[config.mk]
export PLATFORM = sky130hd
export DESIGN_NAME = bulletin_length_prefix_deframer
export DESIGN_NICKNAME = d
export VERILOG_FILES = /design/src/rtl/blpd_pkg.sv /design/src/rtl/blpd_datapath.sv /design/src/rtl/blpd_ctrl.sv /design/src/rtl/bulletin_length_prefix_deframer.sv
export SDC_FILE = /design/constraint.sdc
export NUM_CORES = 1
export LEC_CHECK = 0
export BUFFER_PORTS_ARGS = -buffer_cell sky130_fd_sc_hd__buf_2
export CAP_MARGIN = 15
export CORE_UTILIZATION = 42
export CTS_CLUSTER_SIZE = 25
export DETAILED_ROUTE_END_ITERATION = 7
export MAX_ROUTING_LAYER = met4
export PLACE_DENSITY_LB_ADDON = 0.08
export SETUP_SLACK_MARGIN = 0.1
export SYNTH_ARGS = -nofsm -noshare
export SYNTH_HDL_FRONTEND = slang
export SYNTH_SLANG_ARGS = --single-unit
[constraint.sdc]
create_clock -name i_clk -period 11.8 [get_ports i_clk]
set_input_delay 1.18 -clock i_clk [delete_from_list [all_inputs] [get_ports i_clk]]
set_output_delay 1.18 -clock i_clk [all_outputs]
set_load 0.03 [all_outputs]
[src/rtl/blpd_pkg.sv]
package blpd_pkg;

    localparam logic [7:0] CH_SOH    = 8'h01;
    localparam logic [7:0] CH_ETX    = 8'h03;
    localparam logic [7:0] CTRL_TOP  = 8'd31;
    localparam logic [7:0] TYPE_WRAP = 8'h31;
    localparam logic [7:0] CH_SPACE  = 8'h20;
    localparam logic [7:0] CH_UNDER  = 8'h5F;
    localparam logic [7:0] CH_ZERO   = 8'h30;
    localparam logic [7:0] CH_NINE   = 8'h39;
    localparam logic [3:0] RADIX     = 4'd10;

    localparam logic [1:0] ST_OK    = 2'd0;
    localparam logic [1:0] ST_NOSOH = 2'd1;
    localparam logic [1:0] ST_EMPTY = 2'd2;
    localparam logic [1:0] ST_TRUNC = 2'd3;

    localparam logic [2:0] FMT_LE16  = 3'd0;
    localparam logic [2:0] FMT_LE32  = 3'd1;
    localparam logic [2:0] FMT_BE32  = 3'd2;
    localparam logic [2:0] FMT_BE24  = 3'd3;
    localparam logic [2:0] FMT_ASCII = 3'd4;

    typedef struct packed {
        logic [7:0] in_byte;
        logic       end_of_file;
    } t_in_item;

    typedef struct packed {
        logic        out_valid;
        logic [7:0]  out_byte;
        logic        first_of_record;
        logic        is_header;
        logic [7:0]  header_char;
        logic        last_of_record;
        logic [1:0]  status;
        logic [32:0] record_length;
    } t_out_item;

    // result kinds the datapath knows how to build
    typedef enum logic [2:0] {
        K_ERROR = 3'd0,
        K_SOH   = 3'd1,
        K_HOLD  = 3'd2,
        K_BYTE  = 3'd3,
        K_ETX   = 3'd4
    } t_kind;

    // controller to datapath
    typedef struct packed {
        logic       take;       // latch input item
        logic       prefix;     // fold byte into length prefix
        logic       payload;    // payload byte bookkeeping
        logic       emit;       // drive a result into the output register
        t_kind      kind;
        logic [1:0] status;
        logic       clr_halt;
    } t_cmd;

endpackage

[src/rtl/blpd_datapath.sv]
module blpd_datapath #(
    parameter int HEADER_OFFSET = 10,
    parameter int MAX_HEADER    = 25,
    localparam int IW = $clog2(HEADER_OFFSET + 2),
    localparam int HW = $clog2(MAX_HEADER + 1),
    localparam int RW = $clog2(HEADER_OFFSET + 1)
) (
    input  logic                i_clk,
    input  logic                i_rst_n,
    input  logic [2:0]          i_fmt,
    input  blpd_pkg::t_in_item  i_item,
    input  blpd_pkg::t_cmd      i_cmd,
    input  logic [RW-1:0]       i_rd_idx,
    output logic [7:0]          o_byte,
    output logic                o_eof,
    output logic                o_prefix_done,
    output logic                o_len_zero,
    output logic                o_wrap,
    output logic [IW-1:0]       o_idx,
    output logic                o_hdr,
    output logic                o_done,
    output blpd_pkg::t_out_item o_res
);
    localparam int HOLD = HEADER_OFFSET + 1;

    logic [7:0]    r_byte;
    logic          r_eof;
    logic [3:0]    r_pcnt;
    logic [31:0]   r_acc;
    logic [31:0]   r_left;
    logic [IW-1:0] r_idx;
    logic [HW-1:0] r_hcnt;
    logic          r_hend;
    logic          r_wrap;
    logic [1:0]    r_dig;
    logic [7:0]    r_hold [HOLD];
    logic [7:0]    r_rd;
    logic          r_first;

    logic [31:0] n_acc;
    logic        n_wrap;
    logic [1:0]  n_dig;
    logic [3:0]  plen;
    logic [31:0] acc0;
    logic [1:0]  dig0;
    logic [31:0] left_dec;
    logic [32:0] rlen;
    blpd_pkg::t_out_item n_res;

    always_comb begin
        case (i_fmt)
            blpd_pkg::FMT_LE16:  plen = 4'd2;
            blpd_pkg::FMT_ASCII: plen = 4'd10;
            default:             plen = 4'd4;
        endcase
    end

    // prefix accumulate for the latched byte
    always_comb begin
        acc0   = (r_pcnt == 4'd0) ? 32'd0 : r_acc;
        dig0   = (r_pcnt == 4'd0) ? 2'd0 : r_dig;
        n_wrap = (r_pcnt == 4'd0) ? 1'b0 : r_wrap;
        n_dig  = dig0;
        n_acc  = acc0;
        case (i_fmt)
            blpd_pkg::FMT_LE16, blpd_pkg::FMT_LE32: begin
                if (r_pcnt < 4'd4) begin
                    n_acc = acc0 | ({24'd0, r_byte} << {r_pcnt[1:0], 3'b000});
                end
            end
            blpd_pkg::FMT_BE32: n_acc = {acc0[23:0], r_byte};
            blpd_pkg::FMT_BE24: begin
                if (r_pcnt != 4'd0) begin
                    n_acc = {acc0[23:0], r_byte};
                end
            end
            default: begin
                if (r_pcnt < 4'd8) begin
                    if (dig0 == 2'd0 && r_byte == blpd_pkg::CH_SPACE) begin
                        n_dig = dig0;
                    end else if (dig0 < 2'd2 && r_byte >= blpd_pkg::CH_ZERO
                                 && r_byte <= blpd_pkg::CH_NINE) begin
                        n_acc = (acc0 << 3) + (acc0 << 1)
                              + {28'd0, 4'(r_byte - blpd_pkg::CH_ZERO)};
                        n_dig = 2'd1;
                    end else begin
                        n_dig = 2'd2;
                    end
                end else if (r_pcnt == 4'd9) begin
                    n_wrap = (r_byte == blpd_pkg::TYPE_WRAP);
                end
            end
        endcase
    end

    assign o_prefix_done = (4'(r_pcnt + 4'd1) >= plen);
    assign o_len_zero    = (n_acc == 32'd0);
    assign o_byte        = r_byte;
    assign o_eof         = r_eof;
    assign o_wrap        = r_wrap;
    assign o_idx         = r_idx;
    assign o_hdr = (r_idx >= IW'(HEADER_OFFSET)) && !r_hend
                && (r_hcnt < HW'(MAX_HEADER)) && (r_byte > blpd_pkg::CTRL_TOP);
    assign left_dec = (r_left != 32'd0) ? r_left - 32'd1 : 32'd0;
    assign o_done   = (left_dec == 32'd0);
    assign rlen     = {1'b0, r_acc} + (r_wrap ? 33'd2 : 33'd0);

    always_ff @(posedge i_clk) begin
        if (!i_rst_n) begin
            r_pcnt <= '0;
            r_acc  <= '0;
            r_left <= '0;
            r_idx  <= '0;
            r_hcnt <= '0;
            r_hend <= 1'b0;
            r_wrap <= 1'b0;
            r_dig  <= '0;
            r_eof  <= 1'b0;
            r_first <= 1'b0;
        end else begin
            if (i_cmd.take) begin
                r_byte <= i_item.in_byte;
                r_eof  <= i_item.end_of_file;
            end
            if (i_cmd.clr_halt) begin
                r_pcnt <= '0;
            end
            if (i_cmd.prefix) begin
                r_acc  <= n_acc;
                r_dig  <= n_dig;
                r_wrap <= n_wrap;
                if (o_prefix_done) begin
                    r_pcnt <= '0;
                    r_left <= n_acc;
                    r_idx  <= '0;
                    r_hcnt <= '0;
                    r_hend <= 1'b0;
                end else begin
                    r_pcnt <= 4'(r_pcnt + 4'd1);
                end
            end
            if (i_cmd.payload) begin
                r_left <= left_dec;
                if (r_idx >= IW'(HEADER_OFFSET) && !r_hend
                    && r_hcnt < HW'(MAX_HEADER)) begin
                    if (r_byte > blpd_pkg::CTRL_TOP) begin
                        r_hcnt <= HW'(r_hcnt + 1'b1);
                    end else begin
                        r_hend <= 1'b1;
                    end
                end
                if (r_idx < IW'(HEADER_OFFSET)) begin
                    r_hold[r_idx[RW-1:0]] <= r_byte;
                    r_idx <= IW'(r_idx + 1'b1);
                end else if (r_idx == IW'(HEADER_OFFSET)) begin
                    r_idx <= IW'(HOLD);
                end
            end
            r_rd <= r_hold[i_rd_idx];
            if (i_cmd.prefix && o_prefix_done) begin
                r_first <= 1'b1;
            end else if (i_cmd.emit) begin
                r_first <= (i_cmd.kind == blpd_pkg::K_ERROR);
            end
        end
    end

    // result item for the current command
    always_comb begin
        n_res = '0;
        n_res.first_of_record = r_first;
        case (i_cmd.kind)
            blpd_pkg::K_ERROR: begin
                n_res.first_of_record = 1'b0;
                n_res.last_of_record  = 1'b1;
                n_res.status          = i_cmd.status;
            end
            blpd_pkg::K_SOH: begin
                n_res.out_valid = 1'b1;
                n_res.out_byte  = blpd_pkg::CH_SOH;
            end
            blpd_pkg::K_HOLD: begin
                n_res.out_valid = 1'b1;
                n_res.out_byte  = r_rd;
            end
            blpd_pkg::K_BYTE: begin
                n_res.out_valid = 1'b1;
                n_res.out_byte  = r_byte;
                n_res.is_header = o_hdr;
                n_res.header_char = !o_hdr ? 8'd0 :
                    (r_byte == blpd_pkg::CH_SPACE ? blpd_pkg::CH_UNDER : r_byte);
                if (o_done && !r_wrap) begin
                    n_res.last_of_record = 1'b1;
                    n_res.record_length  = rlen;
                end
            end
            blpd_pkg::K_ETX: begin
                n_res.first_of_record = 1'b0;
                n_res.out_valid      = 1'b1;
                n_res.out_byte       = blpd_pkg::CH_ETX;
                n_res.last_of_record = 1'b1;
                n_res.record_length  = rlen;
            end
            default: n_res = '0;
        endcase
    end

    // output register
    always_ff @(posedge i_clk) begin
        if (i_cmd.emit) begin
            o_res <= n_res;
        end
    end
endmodule

[src/rtl/blpd_ctrl.sv]
module blpd_ctrl #(
    parameter int HEADER_OFFSET = 10,
    localparam int IW = $clog2(HEADER_OFFSET + 2),
    localparam int RW = $clog2(HEADER_OFFSET + 1)
) (
    input  logic           i_clk,
    input  logic           i_rst_n,
    input  logic [2:0]     i_fmt,
    input  logic           i_in_valid,
    output logic           o_in_stall,
    output logic           o_out_valid,
    input  logic           i_out_stall,
    input  logic [7:0]     i_byte,
    input  logic           i_eof,
    input  logic           i_prefix_done,
    input  logic           i_len_zero,
    input  logic           i_wrap,
    input  logic [IW-1:0]  i_idx,
    input  logic           i_hdr,
    input  logic           i_done,
    output blpd_pkg::t_cmd o_cmd,
    output logic [RW-1:0]  o_rd_idx
);
    typedef enum logic [5:0] {
        S_IDLE  = 6'b000001,
        S_EVAL  = 6'b000010,
        S_FLUSH = 6'b000100,
        S_BYTE  = 6'b001000,
        S_ETX   = 6'b010000,
        S_ERR   = 6'b100000
    } t_state;

    // record phase
    typedef enum logic [2:0] {
        P_PREFIX  = 3'b001,
        P_PAYLOAD = 3'b010,
        P_PAD     = 3'b100
    } t_phase;

    t_state        r_state, n_state;
    t_phase        r_phase, n_phase;
    logic          r_halt, n_halt;
    logic          r_ov, n_ov;
    logic [RW-1:0] r_cnt, n_cnt;
    logic          r_soh, n_soh;
    logic [1:0]    r_est, n_est;
    logic          r_eend, n_eend;
    logic          emit_ok;
    // a fresh prefix begins when no prefix byte has been taken yet
    logic          r_first_prefix;

    assign o_in_stall  = (r_state != S_IDLE);
    assign o_out_valid = r_ov;
    assign emit_ok     = !r_ov || !i_out_stall;
    assign o_rd_idx    = n_cnt;

    always_comb begin
        n_state = r_state;
        n_phase = r_phase;
        n_halt  = r_halt;
        n_ov    = r_ov && i_out_stall;
        n_cnt   = r_cnt;
        n_soh   = r_soh;
        n_est   = r_est;
        n_eend  = r_eend;
        o_cmd   = '0;
        o_cmd.kind = blpd_pkg::K_ERROR;
        case (r_state)
            S_IDLE: begin
                if (i_in_valid) begin
                    o_cmd.take = 1'b1;
                    n_state = S_EVAL;
                end
            end
            S_EVAL: begin
                n_state = S_IDLE;
                if (r_halt) begin
                    if (i_eof) begin
                        n_halt = 1'b0;
                        n_phase = P_PREFIX;
                        o_cmd.clr_halt = 1'b1;
                    end
                end else if (r_phase == P_PAD) begin
                    n_phase = P_PREFIX;
                    o_cmd.clr_halt = 1'b1;
                end else if (r_phase == P_PREFIX) begin
                    if (i_fmt > blpd_pkg::FMT_ASCII && r_first_prefix) begin
                        n_halt = !i_eof;
                    end else begin
                        o_cmd.prefix = 1'b1;
                        if (!i_prefix_done) begin
                            if (i_eof) begin
                                n_est = blpd_pkg::ST_TRUNC; n_eend = 1'b1;
                                n_state = S_ERR;
                            end
                        end else if (i_len_zero) begin
                            if (i_fmt != blpd_pkg::FMT_ASCII) begin
                                n_est = blpd_pkg::ST_NOSOH; n_eend = i_eof;
                                n_state = S_ERR;
                            end
                        end else begin
                            n_phase = P_PAYLOAD;
                            if (i_eof) begin
                                n_est = blpd_pkg::ST_TRUNC; n_eend = 1'b1;
                                n_state = S_ERR;
                            end
                        end
                    end
                end else begin
                    if (i_idx == '0 && !i_wrap && i_byte != blpd_pkg::CH_SOH) begin
                        n_est = blpd_pkg::ST_NOSOH; n_eend = i_eof; n_state = S_ERR;
                    end else if (i_idx == IW'(HEADER_OFFSET) && !i_hdr) begin
                        n_est = blpd_pkg::ST_EMPTY; n_eend = i_eof; n_state = S_ERR;
                    end else if (!i_done && i_eof) begin
                        n_est = blpd_pkg::ST_TRUNC; n_eend = 1'b1; n_state = S_ERR;
                    end else if (i_done && i_idx < IW'(HEADER_OFFSET)) begin
                        n_est = blpd_pkg::ST_EMPTY; n_eend = i_eof; n_state = S_ERR;
                    end else if (i_idx < IW'(HEADER_OFFSET)) begin
                        o_cmd.payload = 1'b1;
                    end else if (i_idx == IW'(HEADER_OFFSET)) begin
                        n_soh = i_wrap;
                        n_cnt = '0;
                        n_state = S_FLUSH;
                    end else begin
                        n_state = S_BYTE;
                    end
                end
            end
            S_FLUSH: begin
                if (emit_ok) begin
                    o_cmd.emit = 1'b1;
                    n_ov = 1'b1;
                    if (r_soh) begin
                        o_cmd.kind = blpd_pkg::K_SOH;
                        n_soh = 1'b0;
                    end else begin
                        o_cmd.kind = blpd_pkg::K_HOLD;
                        n_cnt = RW'(r_cnt + 1'b1);
                        if (r_cnt == RW'(HEADER_OFFSET - 1)) begin
                            n_state = S_BYTE;
                        end
                    end
                end
            end
            S_BYTE: begin
                if (emit_ok) begin
                    o_cmd.emit = 1'b1;
                    o_cmd.kind = blpd_pkg::K_BYTE;
                    o_cmd.payload = 1'b1;
                    n_ov = 1'b1;
                    n_state = S_IDLE;
                    if (i_done) begin
                        n_phase = (i_fmt == blpd_pkg::FMT_LE16) ? P_PAD : P_PREFIX;
                        if (i_wrap) begin
                            n_state = S_ETX;
                        end
                    end
                    if (i_eof) begin
                        n_phase = P_PREFIX;
                        o_cmd.clr_halt = 1'b1;
                    end
                end
            end
            S_ETX: begin
                if (emit_ok) begin
                    o_cmd.emit = 1'b1;
                    o_cmd.kind = blpd_pkg::K_ETX;
                    n_ov = 1'b1;
                    n_state = S_IDLE;
                end
            end
            S_ERR: begin
                if (emit_ok) begin
                    o_cmd.emit = 1'b1;
                    o_cmd.kind = blpd_pkg::K_ERROR;
                    o_cmd.status = r_est;
                    n_ov = 1'b1;
                    n_state = S_IDLE;
                    if (r_eend) begin
                        n_phase = P_PREFIX;
                        o_cmd.clr_halt = 1'b1;
                    end else begin
                        n_halt = 1'b1;
                    end
                end
            end
            default: n_state = S_IDLE;
        endcase
    end

    always_ff @(posedge i_clk) begin
        if (!i_rst_n) begin
            r_first_prefix <= 1'b1;
        end else if (o_cmd.prefix) begin
            r_first_prefix <= i_prefix_done;
        end else if (o_cmd.clr_halt) begin
            r_first_prefix <= 1'b1;
        end
    end

    always_ff @(posedge i_clk) begin
        if (!i_rst_n) begin
            r_state <= S_IDLE;
            r_phase <= P_PREFIX;
            r_halt  <= 1'b0;
            r_ov    <= 1'b0;
            r_cnt   <= '0;
            r_soh   <= 1'b0;
            r_est   <= blpd_pkg::ST_OK;
            r_eend  <= 1'b0;
        end else begin
            r_state <= n_state;
            r_phase <= n_phase;
            r_halt  <= n_halt;
            r_ov    <= n_ov;
            r_cnt   <= n_cnt;
            r_soh   <= n_soh;
            r_est   <= n_est;
            r_eend  <= n_eend;
        end
    end
endmodule

[src/rtl/bulletin_length_prefix_deframer.sv]
// Length-prefixed bulletin deframer: takes one file byte per item and emits
// one result item per record byte, plus status-only items for errors and
// SOH and ETX items around wrapped records. The prefix format comes from
// the frame_format register (the user must write it only while idle; the
// block does not enforce this). Each input item is latched, then evaluated;
// each result item passes through the single output register. The item that
// completes the header check replays the held bytes from the hold buffer,
// one read per cycle unless an output stall holds the controller.
module bulletin_length_prefix_deframer #(
    parameter int HEADER_OFFSET = 10,
    parameter int MAX_HEADER    = 25
) (
    input  logic                i_clk,
    input  logic                i_rst_n,
    // configuration write
    input  logic                i_cfg_we,
    input  logic [2:0]          i_cfg_wdata,
    // input byte channel
    input  logic                i_valid,
    output logic                o_stall,
    input  blpd_pkg::t_in_item  i_item,
    // result channel
    output logic                o_valid,
    input  logic                i_stall,
    output blpd_pkg::t_out_item o_item
);
    localparam int IW = $clog2(HEADER_OFFSET + 2);
    localparam int RW = $clog2(HEADER_OFFSET + 1);

    logic [2:0]     r_fmt;
    blpd_pkg::t_cmd cmd;
    logic [7:0]     dp_byte;
    logic           dp_eof, dp_pdone, dp_lzero, dp_wrap, dp_hdr, dp_done;
    logic [IW-1:0]  dp_idx;
    logic [RW-1:0]  rd_idx;

    // frame format register
    always_ff @(posedge i_clk) begin
        if (!i_rst_n) begin
            r_fmt <= blpd_pkg::FMT_LE16;
        end else if (i_cfg_we) begin
            r_fmt <= i_cfg_wdata;
        end
    end

    blpd_ctrl #(.HEADER_OFFSET(HEADER_OFFSET)) u_ctrl (
        .i_clk(i_clk), .i_rst_n(i_rst_n), .i_fmt(r_fmt),
        .i_in_valid(i_valid), .o_in_stall(o_stall),
        .o_out_valid(o_valid), .i_out_stall(i_stall),
        .i_byte(dp_byte), .i_eof(dp_eof), .i_prefix_done(dp_pdone),
        .i_len_zero(dp_lzero), .i_wrap(dp_wrap), .i_idx(dp_idx),
        .i_hdr(dp_hdr), .i_done(dp_done), .o_cmd(cmd), .o_rd_idx(rd_idx)
    );

    blpd_datapath #(.HEADER_OFFSET(HEADER_OFFSET), .MAX_HEADER(MAX_HEADER)) u_dp (
        .i_clk(i_clk), .i_rst_n(i_rst_n), .i_fmt(r_fmt), .i_item(i_item),
        .i_cmd(cmd), .i_rd_idx(rd_idx), .o_byte(dp_byte), .o_eof(dp_eof),
        .o_prefix_done(dp_pdone), .o_len_zero(dp_lzero), .o_wrap(dp_wrap),
        .o_idx(dp_idx), .o_hdr(dp_hdr), .o_done(dp_done), .o_res(o_item)
    );
endmodule

==> out/summary.json, run 1 <==
{
  "drt_first_pass_iters": 6,
  "grtUsageTotal": 0.301,
  "final_min_period_over_clock_period": 0.534,
  "power.sequential.fraction": 0.439,
  "main_combinational_cell_family_by_area_after_synthesis": "compound AO/OA/AOI/OAI gates",
  "nets": 2067,
  "cts_tree": "done",
  "hold_end": "u_ctrl.r_est[1]$_SDFFE_PN0P_",
  "utilization": 0.476,
  "grt_pass1_wl_mm": 92.8,
  "hold_viol": 0,
  "ff2ff_setup_slack_ns": 5.50,
  "critical_path.reg2reg.startpoint": "u_dp.r_pcnt[0]$_SDFFE_PN0P_",
  "power.net_switching_mw": 0.662,
  "power_report.internal_total_mw": 1.66,
  "clkTransAtPathRegs_ns": 0.06,
  "detail_route.wl_per_cell_um": 24.5,
  "cts_repair_resize_count": 0,
  "yosys_warnings": 0,
  "power_density_over_cell_area_mw_per_mm2": 122,
  "synth_top_cell_area_share": 0.277,
  "fp.dieArea_mm2": 0.0419,
  "fmax_mhz": 159,
  "synthXorXnorAreaFrac": 0.0294,
  "fp.coreArea_mm2": 0.0401,
  "clock-root-buffer": "clkbuf_16",
  "drcViolationCount": 0,
  "finalPower_mw": 2.32,
  "ff2ff_path_depth": 19,
  "rsz0062_at_grt": "no",
  "fin_skew_ns": 0.0162,
  "min_path_type": "register to register",
  "first_global_vias": 14598,
  "total_routed_length_mm": 61.9,
  "max-slew-margin-rel": 0.233,
  "finalWorstPathRequiredPeriod_ns": 6.30,
  "dp_hpwl_mm": 43.7,
  "power.share.clock": 0.422,
  "result_of_the_run": "finished clean",
  "fillCellCount": 3898,
  "post_synth_and_or_nand_nor_area_fraction": 0.221,
  "number_of_flops_mapped_to_enable_cells_by_yosys": 159,
  "r2r_end": "u_ctrl.r_state[0]$_SDFFE_PN1P_",
  "worstMarginPinSlew_ns": 1.15,
  "switching_power_share_of_the_total": 0.285,
  "drv.max_cap_violation_count": 0,
  "fp-row-count": 73,
  "finalSetupTns_ns": 0,
  "critPathArrivalTime_ns": 6.82,
  "leakage_power_of_the_design_nw": 7.15,
  "syn_avg_cell_area_um2": 8.76,
  "timing.final.max_slew_violations": 0,
  "critical_path_required_ns": 12.32,
  "synthToLayoutAreaGrowth_pct": 10.7,
  "critical_path_peak_fanout": 40,
  "cts_hold_buffers": 0,
  "die_width_um": 205,
  "ys_dominant_reg_cell": "edfxtp_1",
  "syn-cell-area_mm2": 0.0173,
  "floorplan.io_pins": 74,
  "finalInstanceArea_mm2": 0.0191,
  "share_of_synthesized_flip_flops_with_an_asynchronous_set_or_reset": 0,
  "clock_tree.htree_level_count": 1,
  "die_y_um": 205,
  "detailedRoute.firstIterationViolations": 2011,
  "start_util": 0.430,
  "synth.ff_latch_count": 265,
  "clock_sink_count": 265,
  "synth_compound_gate_area_share": 0.223,
  "port_buffers": 73,
  "synthDistinctLibCells": 96,
  "post-cts-setup-buffer-count": 0,
  "synth.top_cells.by_area": "edfxtp_1 28%, dfxtp_1 12%, ha_1 5.4%",
  "synth_common_cells": "213 x nor2_1, 203 x nand2_1, 175 x a21oi_1",
  "antenna_left": 0,
  "setup.worst_path.class": "register to register",
  "drive_gt1_frac": 0.110,
  "synthesis.instances": 1969,
  "worstSetupStartpointType": "register",
  "grt_antenna_before_repair": 2,
  "yosysSeqAreaShare": 0.400,
  "grt_overflow_total": 0,
  "final-setup-viol-count": 0,
  "peakVddDrop_v": 0.0000976,
  "endpoint_kind": "register",
  "num_cts_buffers": 31,
  "combPwrFrac": 0.139,
  "yosys-mux-area-fraction": 0.0283,
  "yosysTopAreaCell": "edfxtp_1",
  "place_congestion": 1.03,
  "insertion_delay_ns": 0.60,
  "synth_most_common_cell": "nor2_1",
  "detailed_place.area_mm2": 0.0181,
  "synthAdderAreaFrac": 0.0548,
  "route.detailed.vias_per_inst": 6.35,
  "grt_max_degree": 72,
  "max-clock-path-buffers": 3,
  "total_vias_in_the_final_route": 16046,
  "worst_hold_path.num_cells": 2,
  "synth_fp_nets": 2061,
  "holdCritStartpoint": "u_ctrl.r_est[1]$_SDFFE_PN0P_"
}
[cell families after synthesis]
family	after synthesis
mux	47
fa+ha+maj	75
xor+xnor	58
buf+inv	192
simple gates	765
flops	265
compound gates	567
[critical path: stages (launching register included)]
cell       delay [ns]
dfxtp_1          0.50
inv_1            0.10
ha_1             0.23
or3b_1           0.18
buf_4            0.41
nand2_1          0.17
inv_1            0.13
ha_1             0.24
ha_1             0.38
nand2_1          0.08
a211oi_1         0.57
o21ai_0          0.35
a21oi_1          0.46
or4_1            0.19
nand4_1          0.17
or3b_2           0.50
nor4_1           0.55
nand4_1          0.41
mux2i_1          0.37
a2bb2oi_1        0.21
[cell type report]
class | count | area, um^2 | share of cell area
Timing Repair Buffer | 114 | 673 | 0.0353
Sequential cell | 265 | 6900 | 0.361
Tap cell | 525 | 657 | 0.0344
Clock buffer | 46 | 892 | 0.0467
Clock inverter | 12 | 134 | 0.00701
Antenna cell | 3 | 7.51 | 0.000393
Multi-Input combinational cell | 1512 | 9640 | 0.505
Inverter | 51 | 193 | 0.0101
[per-layer routing]
metal,global-route usage,part of all wire,vias to the layer above
li1,-,-,7413
met1,0.452,0.47,7780
met2,0.415,0.42,758
met3,0.0447,0.090,95
met4,0.0778,0.023,0
met5,-,0,-
[registers in the layout, indices dropped and copies added, names as in the netlist]
name / count
u_dp.r_pcnt: 4
u_ctrl.r_soh: 1
u_dp.r_hend: 1
u_dp.r_hold: 88
u_dp.r_hcnt: 5
u_dp.o_idx: 4
u_dp.o_eof: 1
u_ctrl.r_state: 6
u_dp.r_first: 1
u_dp.o_wrap: 1
u_ctrl.o_out_valid: 1
u_ctrl.r_first_prefix: 1
u_dp.r_rd: 8
u_dp.r_dig: 2
u_dp.r_acc: 32
u_dp.o_res: 55
r_fmt: 3
u_ctrl.r_phase: 3
u_ctrl.r_eend: 1
u_dp.r_left: 32
u_ctrl.r_cnt: 4
u_dp.o_byte: 8
u_ctrl.r_halt: 1
u_ctrl.r_est: 2
[cells in the final DEF, fill, tap and decap left out, types with 10 or more instances in the layout]
| master | instances |
|---|---|
| buf_4 | 41 |
| clkbuf_16 | 31 |
| inv_1 | 48 |
| a221oi_1 | 20 |
| and2_1 | 33 |
| or3_1 | 21 |
| nor2_1 | 212 |
| nor3_1 | 44 |
| or4_1 | 14 |
| nor3b_1 | 13 |
| nor4_1 | 20 |
| a31oi_1 | 18 |
| o211ai_1 | 20 |
| or2_2 | 10 |
| dfxtp_1 | 105 |
| nand3b_1 | 11 |
| ha_1 | 74 |
| xnor2_1 | 34 |
| nand4_1 | 28 |
| nand3_1 | 59 |
| a21o_1 | 19 |
| a22o_1 | 10 |
| nand2_1 | 203 |
| mux2_2 | 14 |
| a21oi_1 | 173 |
| a211oi_1 | 61 |
| xor2_1 | 24 |
| a22oi_1 | 23 |
| o21ai_0 | 82 |
| mux2i_1 | 33 |
| o21a_1 | 13 |
| and3_1 | 33 |
| o31ai_1 | 10 |
| a311oi_1 | 10 |
| edfxtp_1 | 159 |
| buf_2 | 73 |
| nand2b_1 | 10 |
[per-stage QoR]
step / std cells / hold slack, ns / setup WS, ns
after floorplan: 1969 / 0.421 / 6.50
after global placement: 2465 / 0.457 / 6.06
after detailed placement: 2466 / 0.458 / 5.86
after CTS: 2524 / 0.475 / 5.82
after global routing: 2527 / 0.497 / 5.30
final: 2528 / 0.479 / 5.50
[worst max-delay path by stage]
stage,endpoint,from,depth (start not counted)
final,u_ctrl.r_state[0]$_SDFFE_PN1P_,u_dp.r_pcnt[0]$_SDFFE_PN0P_,19
after global routing,u_ctrl.r_state[0]$_SDFFE_PN1P_,u_dp.r_pcnt[0]$_SDFFE_PN0P_,19
after detailed placement,u_ctrl.r_state[5]$_SDFFE_PN0P_,u_dp.r_pcnt[0]$_SDFFE_PN0P_,19
after global placement,u_dp.r_rd[1]$_DFFE_PP_,u_dp.r_left[0]$_SDFFE_PN0P_,12
after floorplan,u_ctrl.r_state[0]$_SDFFE_PN1P_,u_dp.r_pcnt[0]$_SDFFE_PN0P_,22
after CTS,u_ctrl.r_state[0]$_SDFFE_PN1P_,u_dp.r_pcnt[0]$_SDFFE_PN0P_,19
[power groups by stage]
| stage | Clock, mW | Sequential, mW | Combinational [mW] |
|---|---|---|---|
| 6_report | 0.982 | 1.02 | 0.323 |
| 5_1_grt | 1.03 | 1.02 | 0.343 |
| 4_1_cts | 0.996 | 1.02 | 0.317 |
| 3_5_place_dp | 0 | 1.04 | 0.316 |
| 3_3_place_gp | 0 | 1.04 | 0.316 |
| 2_1_floorplan | 0 | 1.03 | 0.217 |
(Power assumes the default switching activity.)
==> run 2, diff against run 1 <==
- ABC_AREA: not set -> 1
- clock period: 11.8 -> 6.2 ns (I/O delays scaled with it)
==> run 2 against run 1 <==
Effect of this change:
- non-clock buffer count is 14 lower
- register-to-register slack got worse by 4.9 ns
- fmax increased by 12%
- worst setup slack worse by 4.9 ns
- total power grew 99%
- cell count grew 22%
- largest cell class unchanged
==> out/summary.json, run 2 <==
{
  "result_of_the_run": "finished clean",
  "drt_first_pass_iters": 8,
  "yosys_warnings": 0,
  "power_report.internal_total_mw": 3.25,
  "finalInstanceArea_mm2": 0.0193,
  "layout.cells.most_common": "nand2_1",
  "post-cts-setup-buffer-count": 0,
  "met3_demand_to_capacity_share_in_global_routing": 0.0371,
  "grtUsageTotal": 0.283,
  "synth.ff_latch_count": 265,
  "synth_most_common_cell": "nand2_1",
  "fin_skew_ns": 0.0134,
  "synthToLayoutAreaGrowth_pct": 11.2,
  "clock_sink_count": 265,
  "insertion_delay_ns": 0.58,
  "path_delay_family": "simple AND/OR/NAND/NOR gates",
  "worstPathCellList": "clkinv_1, ha_1, nand3_1, inv_1, buf_4, nor2_1, ha_1, ha_1, nand2_1, nor2_1, inv_1, nor3_1, nand3_1, nand4_1, nand3_1, nand2_1, nand2_1, nor2_1, nand3_1, nor2_1, nand4_1, nand3_1, o21ai_0, nor2_1",
  "drv.max_cap_violation_count": 0,
  "ff2ff_path_depth": 24,
  "fp.coreArea_mm2": 0.0407,
  "synth.top_cells.by_area": "edfxtp_1 28%, nand2_1 13%, dfxtp_1 12%",
  "power.share.clock": 0.406,
  "leakage_power_of_the_design_nw": 8.84,
  "clock-root-buffer": "clkbuf_16",
  "final-setup-viol-count": 0,
  "synth_common_cells": "583 x nand2_1, 372 x inv_1, 309 x nor2_1",
  "most_congested_layer_reported_by_global_routing": "met2",
  "cts_tree": "done",
  "antenna_cells": 0,
  "critical_path_peak_fanout": 21,
  "antenna_left": 0,
  "fp.dieArea_mm2": 0.0421,
  "share_of_synthesized_flip_flops_with_an_asynchronous_set_or_reset": 0,
  "power.net_switching_mw": 1.38,
  "most-common-layout-cells": "583 x nand2_1, 372 x inv_1, 306 x nor2_1, 274 x nand3_1, 159 x edfxtp_1",
  "power_density_over_cell_area_mw_per_mm2": 240,
  "floorplan.io_pins": 74,
  "number_of_flops_mapped_to_enable_cells_by_yosys": 159,
  "num_cts_buffers": 30,
  "syn_avg_cell_area_um2": 7.03,
  "drcViolationCount": 0,
  "nets": 2614,
  "critical-path-max-stage-delay_ns": 0.76,
  "max-clock-path-buffers": 3,
  "cp.depth": 24,
  "fp-row-count": 74,
  "drive_gt1_frac": 0.0707,
  "rsz0062_at_grt": "no",
  "largest_register_ffs": 88,
  "switching_power_share_of_the_total": 0.298,
  "grt_pass1_wl_mm": 89.3,
  "synthesis.instances": 2466,
  "final_min_period_over_clock_period": 0.908,
  "clkTransAtPathRegs_ns": 0.06,
  "clock_tree.htree_level_count": 1,
  "min_path_type": "input port to register",
  "cts_repair_resize_count": 0,
  "finalWorstPathRequiredPeriod_ns": 5.63,
  "endpoint_kind": "register",
  "grt_antenna_before_repair": 0,
  "critPathSlowestCell": "dfxtp_1",
  "setup.worst_path.class": "register to register",
  "ys_dominant_reg_cell": "edfxtp_1",
  "grt_max_degree": 63,
  "total_vias_in_the_final_route": 16981,
  "max-slew-margin-rel": 0.246,
  "detailed_place.area_mm2": 0.0183,
  "fmax_mhz": 178,
  "route.detailed.vias_per_inst": 5.52,
  "critPathArrivalTime_ns": 6.15,
  "critical_path_required_ns": 6.71,
  "syn-cell-area_mm2": 0.0173,
  "cts_hold_buffers": 0,
  "timing.final.max_slew_violations": 0,
  "combPwrFrac": 0.166,
  "hold_viol": 0,
  "dp_hpwl_mm": 42.6,
  "cp_num_buf_inv": 4,
  "yosysTopAreaCell": "edfxtp_1",
  "first_global_vias": 16046,
  "yosysSeqAreaShare": 0.398,
  "worstMarginPinSlew_ns": 1.13,
  "detailedRoute.firstIterationViolations": 1514,
  "worst_hold_path.num_cells": 1,
  "port_buffers": 73,
  "worstSetupStartpointType": "register",
  "power.sequential.fraction": 0.428,
  "grt_overflow_total": 0,
  "finalSetupTns_ns": 0,
  "synth_top_cell_area_share": 0.275,
  "grt.met2_usage": 0.458,
  "place_congestion": 0.947,
  "total_routed_length_mm": 57.8,
  "start_util": 0.426,
  "finalPower_mw": 4.63,
  "detail_route.wl_per_cell_um": 18.8,
  "synthDistinctLibCells": 57,
  "die_width_um": 205,
  "synth_fp_nets": 2558,
  "die_y_um": 205,
  "gr-usage-met1": 0.357,
  "peakVddDrop_v": 0.000219
}
-- run 2: metal layers --
layer	up-vias	share of wire
met2	650	0.46
met4	0	0.041
met3	141	0.065
met5	-	0
met1	7947	0.43
li1	8243	-
-- run 2: kinds of logic (layout without fill, tap and decap cells) --
logic type               after synthesis  after routing  share of synthesized area
XOR/XNOR                              27             27                     0.0136
adder cells (fa/ha/maj)               75             75                     0.0545
AND/OR/NAND/NOR                     1277           1277                      0.313
buffers and inverters                458            538                      0.102
AO/OA/AOI/OAI                        364            364                      0.118
flip-flops                           265            265                      0.398
-- run 2: path summary, 6_finish.rpt --
path	endpoint	slack [ns]	startpoint
worst min-delay path	u_dp.o_byte[0]$_DFFE_PP_	0.22	i_item[1]
worst max register to register	u_ctrl.r_eend$_SDFFE_PN0P_	0.57	u_dp.r_pcnt[1]$_SDFFE_PN0P_
worst max-delay path	u_ctrl.r_eend$_SDFFE_PN0P_	0.57	u_dp.r_pcnt[1]$_SDFFE_PN0P_
worst min register to register	u_dp.r_hend$_SDFF_PN0_	0.47	u_dp.r_hend$_SDFF_PN0_
-- run 2: cell type report --
class,instances,area [um^2]
Sequential cell,265,6900
Inverter,382,1440
Tap cell,532,666
Timing Repair Buffer,100,568
Clock inverter,13,181
Fill cell,4230,21500
Multi-Input combinational cell,1743,8690
Clock buffer,43,851
-- run 2: power groups by stage --
| stage | sequential (mW) | clock, mW | combinational, mW |
|---|---|---|---|
| floorplan | 2.01 | 0 | 0.508 |
| global placement | 2.02 | 0 | 0.755 |
| detailed placement | 2.02 | 0 | 0.758 |
| CTS | 1.98 | 1.90 | 0.761 |
| global route | 1.98 | 1.97 | 0.848 |
| finish | 1.98 | 1.88 | 0.770 |
-- run 2: metrics by stage --
step | setup WS, ns | util | hold WS (ns) | cells
2_1_floorplan | 1.92 | - | 0.445 | 2466
3_3_place_gp | 0.832 | 0.448 | 0.459 | 3022
3_5_place_dp | 0.783 | 0.448 | 0.468 | 3022
4_1_cts | 0.773 | 0.473 | 0.201 | 3078
5_1_grt | 0.201 | 0.473 | 0.201 | 3078
6_report | 0.569 | 0.473 | 0.222 | 3078
